File: config.mk
export PLATFORM = sky130hd
export DESIGN_NAME = pssl_ctrl
export DESIGN_NICKNAME = d
export VERILOG_FILES = /design/src/sv/prefix_sum_segment_locator_macros.svh /design/src/sv/pssl_pkg.sv /design/src/sv/pssl_ctrl.sv
export SDC_FILE = /design/constraint.sdc
export NUM_CORES = 1
export LEC_CHECK = 0
export BUFFER_PORTS_ARGS = -buffer_cell sky130_fd_sc_hd__buf_2
export CORE_AREA = 2 2 39 41
export CTS_CLUSTER_SIZE = 30
export DETAILED_ROUTE_END_ITERATION = 8
export DIE_AREA = 0 0 41 43
export MAX_ROUTING_LAYER = met4
export PLACE_DENSITY = 0.45
export SLEW_MARGIN = 20
export SYNTH_ARGS = -nofsm -noshare
export SYNTH_HDL_FRONTEND = slang
export SYNTH_SLANG_ARGS = --single-unit
export TNS_END_PERCENT = 1
File: constraint.sdc
create_clock -name clk -period 2.45 [get_ports clk]
set_clock_uncertainty 0.15 [all_clocks]
set_input_delay 0.49 -clock clk [delete_from_list [all_inputs] [get_ports clk]]
set_output_delay 0.49 -clock clk [all_outputs]
set_load 0.005 [all_outputs]
File: src/sv/prefix_sum_segment_locator_macros.svh
// Assertion macros used by the segment locator datapath.
`ifndef PREFIX_SUM_SEGMENT_LOCATOR_MACROS_SVH
`define PREFIX_SUM_SEGMENT_LOCATOR_MACROS_SVH

// Condition that must hold at every clock edge outside reset.
`define PSSL_ASSERT_NOW(label, cond, msg) \
    label: assert property (@(posedge clk) disable iff (!rst_n) (cond)) else $error(msg);

// Consequence that must hold in the same cycle as the antecedent.
`define PSSL_ASSERT_IMPLY(label, ante, cons, msg) \
    label: assert property (@(posedge clk) disable iff (!rst_n) (ante) |-> (cons)) \
        else $error(msg);

// Consequence that must hold in the cycle after the antecedent.
`define PSSL_ASSERT_NEXT(label, ante, cons, msg) \
    label: assert property (@(posedge clk) disable iff (!rst_n) (ante) |=> (cons)) \
        else $error(msg);

`endif

File: src/sv/pssl_pkg.sv
// Package with the shared types and constants of the segment locator.
`timescale 1ns / 1ps
`default_nettype none

package pssl_pkg;

    localparam int REQ_W       = 2;
    localparam int VALUE_W     = 48;
    localparam int SEG_W       = 11;
    localparam int OFS_W       = 48;
    localparam int STAT_W      = 2;
    localparam int IN_TDATA_W  = 48;
    localparam int OUT_TDATA_W = 64;

    typedef enum logic [REQ_W-1:0] {
        REQ_CLEAR  = 2'd0,
        REQ_APPEND = 2'd1,
        REQ_QUERY  = 2'd2,
        REQ_NONE   = 2'd3
    } req_type_t;

    typedef enum logic [STAT_W-1:0] {
        STAT_OK    = 2'd0,
        STAT_RANGE = 2'd1,
        STAT_FULL  = 2'd2,
        STAT_OVF   = 2'd3
    } status_t;

    typedef enum logic [2:0] {
        S_IDLE    = 3'd0,
        S_EXEC    = 3'd1,
        S_ISSUE   = 3'd2,
        S_COMPARE = 3'd3,
        S_PUSH    = 3'd4
    } ctrl_state_t;

    typedef struct packed {
        logic capture;
        logic exec;
        logic issue;
        logic compare;
        logic push;
    } cmd_t;

    typedef struct packed {
        logic query_ok;
        logic search_done;
        logic out_free;
    } sts_t;

endpackage

`default_nettype wire

File: src/sv/pssl_ctrl.sv
// Controller state machine that sequences each request through the datapath.
`timescale 1ns / 1ps
`default_nettype none

module pssl_ctrl (
    input  wire              clk,
    input  wire              rst_n,
    input  wire              in_valid,
    output logic             in_ready,
    input  wire pssl_pkg::sts_t sts,
    output pssl_pkg::cmd_t   cmd
);

    pssl_pkg::ctrl_state_t state_reg;
    pssl_pkg::ctrl_state_t state_next;

    always_ff @(posedge clk or negedge rst_n)
    begin
        if (!rst_n)
        begin
            state_reg <= pssl_pkg::S_IDLE;
        end
        else
        begin
            state_reg <= state_next;
        end
    end

    always_comb
    begin
        state_next = state_reg;
        cmd        = '0;
        in_ready   = 1'b0;
        case (state_reg)
            pssl_pkg::S_IDLE:
            begin
                in_ready    = 1'b1;
                cmd.capture = in_valid;
                if (in_valid)
                begin
                    state_next = pssl_pkg::S_EXEC;
                end
            end
            pssl_pkg::S_EXEC:
            begin
                cmd.exec = 1'b1;
                if (sts.query_ok)
                begin
                    state_next = pssl_pkg::S_ISSUE;
                end
                else
                begin
                    state_next = pssl_pkg::S_PUSH;
                end
            end
            pssl_pkg::S_ISSUE:
            begin
                cmd.issue = 1'b1;
                if (sts.search_done)
                begin
                    state_next = pssl_pkg::S_PUSH;
                end
                else
                begin
                    state_next = pssl_pkg::S_COMPARE;
                end
            end
            pssl_pkg::S_COMPARE:
            begin
                cmd.compare = 1'b1;
                state_next  = pssl_pkg::S_ISSUE;
            end
            pssl_pkg::S_PUSH:
            begin
                cmd.push = sts.out_free;
                if (sts.out_free)
                begin
                    state_next = pssl_pkg::S_IDLE;
                end
            end
            default:
            begin
                state_next = pssl_pkg::S_IDLE;
            end
        endcase
    end

endmodule

`default_nettype wire

==> results.py, run 1 <==
metrics = {
    "clock_network": {
        "post-cts-setup-buffers": 0,
        "clk_pin_slew_worst_paths_ps": 40,
        "worstSkewPairLatency_ps": 240,
        "clock-sinks": 3,
        "cts-root-buf": "clkbuf_4",
        "clock_path_buffers": 2,
        "cts_buffers": 3,
        "cts.repair.resized": 0,
        "cts_hold_buffers": 1,
        "cts_tree": "done",
        "htreeDepth": 1,
    },
    "yosys": {
        "synth_largest_area_cell": "dfrtp_1",
        "synth_area_leaders": "dfrtp_1, and4bb_2, nor4b_4",
        "synth_edf_count": 0,
        "synth_area_per_cell_sq_um": 11.0,
        "synth_top_area_share_pct": 32.6,
        "synth_top_flop_cell": "dfrtp_1",
        "ys_types": 14,
        "yosysWarnings": 0,
        "synth-async-reset-ratio_pct": 100,
        "synth_cells": 21,
        "ys_ff_latch": 3,
        "postSynthNetCount": 27,
        "ys_seq_area_share_pct": 32.6,
        "syn-cell-area_sq_um": 230,
        "synth_most_common_cell": "dfrtp_1",
    },
    "sta": {
        "final_max_slew_viol_count": 0,
        "period_minus_slack_ps": 1860,
        "grt_setup_unrepaired": "false",
        "hold_violations": 0,
        "setup_viol": 0,
        "min_period_over_period_pct": 75.9,
        "slew_headroom_pct": 77.4,
        "fmax_ghz": 0.538,
        "tns_ps": 0,
        "worstMarginPinSlew_ps": 339,
    },
    "grt": {
        "grt_first_pass_wirelength_um": 828,
        "top_usage_layer": "met1",
        "met2_usage_pct": 8.13,
        "grt_pass1_vias": 215,
        "grtUsageMet1_pct": 10.3,
        "gr-usage-met3_pct": 3.14,
        "grt.total_usage_pct": 7.19,
        "grt_start_max_net_pins": 12,
        "antenna_found_initial": 0,
        "grt-ovfl-total": 0,
    },
    "critical_path": {
        "start_kind": "flip-flop",
        "critPathMaxFanout": 11,
        "rr_endpoint": "state_reg[2]$_DFFE_PN0P_",
        "reg2reg_depth": 2,
        "crit_required_ps": 1810,
        "crit_type": "flip-flop to primary output",
        "ff2ff_setup_slack_ps": 1030,
        "cp-end-kind": "primary output",
        "worstPathArrival_ps": 1220,
        "r2r_start": "state_reg[2]$_DFFE_PN0P_",
    },
    "cells_and_area": {
        "areaGrowthSynthToFinish_pct": 37.0,
        "drive_gt1_share_pct": 52.9,
        "n_antenna_cell": 0,
        "fin_util_pct": 22.8,
        "largest_reg_flops": 3,
        "final_nets": 41,
    },
    "min_path": {
        "min_from": "in_valid",
        "hold-path-cell-count": 3,
        "whs_endpoint": "state_reg[0]$_DFFE_PN0P_",
        "hp-class": "input port to flip-flop",
    },
    "floorplan": {
        "die_h_um": 43,
        "io_pins": 12,
        "num_rows": 14,
        "die_w_um": 41,
        "coreArea_sq_um": 1380,
        "die_area_sq_um": 1760,
        "initial_utilization_pct": 16.6,
    },
    "job": {
        "max_cap_viol_count": 0,
    },
    "status": {
        "status": "finished, final reports clean",
    },
    "detailed_routing": {
        "post_drt_wl_per_cell_um": 9.96,
        "routed_wl_um": 498,
        "viasPerCell": 4.02,
        "num_vias": 201,
        "antenna_left": 0,
        "first_pass_iters": 2,
        "drt-initial-drc-count": 1,
        "drc": 0,
    },
    "placed_design": {
        "port-buffer-count": 11,
        "gp_congestion": 0.655,
        "dp_hpwl_um": 343,
    },
    "power_and_ir_drop": {
        "power_density_nw_per_um2": 1130,
        "peakVddDrop_v": 0.000403,
        "p_leak_nw": 0.148,
    },
}
==> power by group <==
part           internal (mW)  switching (mW)
Sequential            0.0714          0.0615
Combinational         0.0902          0.0443
Clock                 0.0612          0.0284
==> worst max-delay path, cell delays in order, from the launching register on <==
cell and delay, ps:
dfrtp_1 490, nand2b_1 210, nor3_1 140, buf_2 140
==> routing by layer <==
layer  wire length [um]  up-vias
li1                   -      103
met1                276       85
met2                172       13
met3                 49        0
met4                  0        0
met5                  0        -
==> worst max-delay path by stage <==
stage	from	endpoint	slack [ps]	cells after the start
floorplan	state_reg[1]$_DFFE_PN0P_	cmd[4]	990	3
finish	state_reg[1]$_DFFE_PN0P_	cmd[4]	590	3
global placement	state_reg[1]$_DFFE_PN0P_	cmd[4]	880	3
global route	state_reg[1]$_DFFE_PN0P_	cmd[4]	510	3
CTS	state_reg[1]$_DFFE_PN0P_	cmd[4]	590	3
detailed placement	state_reg[1]$_DFFE_PN0P_	cmd[4]	850	3
==> cells in the final DEF, fill, tap and decap left out <==
cell type	count
buf_2	11
nor3_1	2
dlygate4sd3_1	1
dfrtp_1	3
nor3b_1	2
and3b_2	1
nor4b_1	1
a211oi_1	1
a21oi_1	1
nor4b_4	1
clkbuf_4	3
nand2b_1	2
o21ai_0	1
and4bb_2	2
or3_1	1
clkbuf_1	1
==> logic make-up after synthesis <==
| family | synth area share (%) |
|---|---|
| flops | 32.6 |
| simple gates | 48.4 |
| compound gates | 7.61 |
| buf+inv | 11.4 |
==> layout make-up <==
class	count	area [sq um]
tap	16	20.0
multi-input combinational	15	129
fill	157	1070
timing repair buffer	12	65.1
clock buffer	4	26.3
sequential	3	75.1
==> per-stage QoR <==
stage | setup WS, ps | cells | hold slack, ps | instance area, sq um | power [mW]
global route | 511 | 50 | 417 | 315 | 0.396
CTS | 585 | 50 | 393 | 315 | 0.363
floorplan | 989 | 21 | 44.4 | 230 | 0.242
global placement | 885 | 45 | 137 | 279 | 0.268
finish | 590 | 50 | 393 | 315 | 0.357
detailed placement | 850 | 45 | 136 | 279 | 0.267
Power figures use the tool's default switching activity.
==> run 2, diff against run 1 <==
clock period = 1.9 ns   (was 2.45 ns; I/O delays follow)
==> run 2 against run 1 <==
  * Design area did not move
  * Combinational power rose by 29%
  * Sequential power rose by 29%
  * Count of clock-buffer cells in the layout did not move
  * Global-route usage fell by 0.21 points
  * Flip-flop and latch count did not move
  * Wire length fell by 0.20%
  * Largest power group unchanged
  * Sequential share of layout area did not move
  * Core utilization did not move
  * Critical path type unchanged
  * Non-clock buffer count did not move
==> results.py, run 2 (synthesis gave the netlist of run 1 again) <==
metrics = {
    "sta": {
        "worstMarginPinSlew_ps": 345,
        "whs_ps": 292,
        "period_minus_slack_ps": 1720,
        "fmax_ghz": 0.581,
        "grt_setup_unrepaired": "false",
        "tns_ps": 0,
        "hold_violations": 0,
        "slew_headroom_pct": 77.0,
        "final_max_slew_viol_count": 0,
        "setup_viol": 0,
        "min_period_over_period_pct": 90.6,
        "setup_slack_ps": 178,
    },
    "min_path": {
        "hold-path-cell-count": 3,
        "hp-class": "input port to flip-flop",
    },
    "floorplan": {
        "die_h_um": 43,
        "die_area_sq_um": 1760,
        "initial_utilization_pct": 16.6,
        "num_rows": 14,
        "die_w_um": 41,
        "io_pins": 12,
        "coreArea_sq_um": 1380,
    },
    "power_and_ir_drop": {
        "peakVddDrop_v": 0.000547,
        "p_clk_share_pct": 24.5,
        "switching_share_pct": 37.2,
        "power_frac_comb_pct": 37.9,
        "p_leak_nw": 0.148,
        "seq_power_share_pct": 37.7,
        "power_density_nw_per_um2": 1450,
        "p_sw_mw": 0.170,
        "power.internal_mw": 0.287,
    },
    "cells_and_area": {
        "drive_gt1_share_pct": 52.9,
        "largest_reg_flops": 3,
        "n_antenna_cell": 0,
        "final_nets": 41,
        "mostFrequentLayoutCells": "buf_2, clkbuf_4, dfrtp_1",
        "final_common_cell": "buf_2",
        "areaGrowthSynthToFinish_pct": 37.0,
    },
    "clock_network": {
        "cts_tree": "done",
        "worstSkewPairLatency_ps": 230,
        "clock_path_buffers": 2,
        "cts_buffers": 3,
        "cts.repair.resized": 0,
        "htreeDepth": 1,
        "clk_pin_slew_worst_paths_ps": 40,
        "clock-sinks": 3,
        "cts-root-buf": "clkbuf_4",
    },
    "placed_design": {
        "dp_slack_ps": 429,
        "port-buffer-count": 11,
        "gp_congestion": 0.684,
        "dp_hpwl_um": 346,
    },
    "critical_path": {
        "critPathMaxFanout": 11,
        "reg2reg_depth": 2,
        "crit_type": "flip-flop to primary output",
        "cp-end-kind": "primary output",
        "start_kind": "flip-flop",
        "crit_required_ps": 1370,
        "worstPathArrival_ps": 1190,
    },
    "job": {
        "max_cap_viol_count": 0,
    },
    "grt": {
        "grt_pass1_vias": 204,
        "grt.total_usage_pct": 6.99,
        "grt_first_pass_wirelength_um": 821,
        "grt_start_max_net_pins": 12,
        "grt-ovfl-total": 0,
        "antenna_found_initial": 0,
    },
    "detailed_routing": {
        "drt-initial-drc-count": 0,
        "routed_wl_um": 497,
        "antenna_left": 0,
        "post_drt_wl_per_cell_um": 9.94,
        "viasPerCell": 3.96,
        "first_pass_iters": 1,
        "num_vias": 198,
        "drc": 0,
    },
    "status": {
        "status": "finished, final reports clean",
    },
}
==> run 2: through the flow <==
step / cell area, sq um / utilization, % / total power [mW] / cells
2_1_floorplan: 230 / - / 0.313 / 21
3_3_place_gp: 279 / 20.2 / 0.347 / 45
3_5_place_dp: 279 / 20.2 / 0.345 / 45
4_1_cts: 315 / 22.8 / 0.466 / 50
5_1_grt: 315 / 22.8 / 0.503 / 50
6_report: 315 / 22.8 / 0.457 / 50
==> run 2: routing by layer <==
| layer | global-route usage, % | share of wire [%] | up-vias |
|---|---|---|---|
| met4 | 2.00 | 0 | 0 |
| met1 | 10.9 | 56 | 81 |
| li1 | - | - | 104 |
| met2 | 7.81 | 32 | 13 |
| met3 | 3.14 | 12 | 0 |
| met5 | - | 0 | - |
==> run 2: cell type report <==
class / count / area, sq um
fillers: 157 / 1070
multi-input cells: 15 / 129
flip-flops and latches: 3 / 75.1
repair buffers: 12 / 65.1
clock buffers: 4 / 26.3
well taps: 16 / 20.0
==> run 2: timing repair <==
action,in CTS,in global routing
endpoints found under the setup margin,0,0
hold buffers,1,0
hold endpoints to repair,3,0
setup buffers,0,0
==> run 2: power by group through the flow <==
stage | clock (mW) | sequential [mW] | combinational [mW]
finish | 0.112 | 0.172 | 0.173
CTS | 0.118 | 0.172 | 0.176
floorplan | 0 | 0.104 | 0.208
global route | 0.126 | 0.184 | 0.193
detailed placement | 0 | 0.171 | 0.174
global placement | 0 | 0.172 | 0.175
==> run 2: worst max-delay path, cell delays in order, from the launching register on <==
cell and delay, ps:
dfrtp_1 490, nand2b_1 220, nor3_1 120, buf_2 140
==> run 2: worst paths after layout <==
check,start,to,slack (ps)
hold reg to reg,state_reg[0]$_DFFE_PN0P_,state_reg[0]$_DFFE_PN0P_,480
setup / recovery,state_reg[1]$_DFFE_PN0P_,cmd[4],180
min in group asynchronous,rst_n,state_reg[0]$_DFFE_PN0P_,320
max in group asynchronous,rst_n,state_reg[2]$_DFFE_PN0P_,1170
hold / removal,in_valid,state_reg[0]$_DFFE_PN0P_,290
setup reg to reg,state_reg[2]$_DFFE_PN0P_,state_reg[2]$_DFFE_PN0P_,490
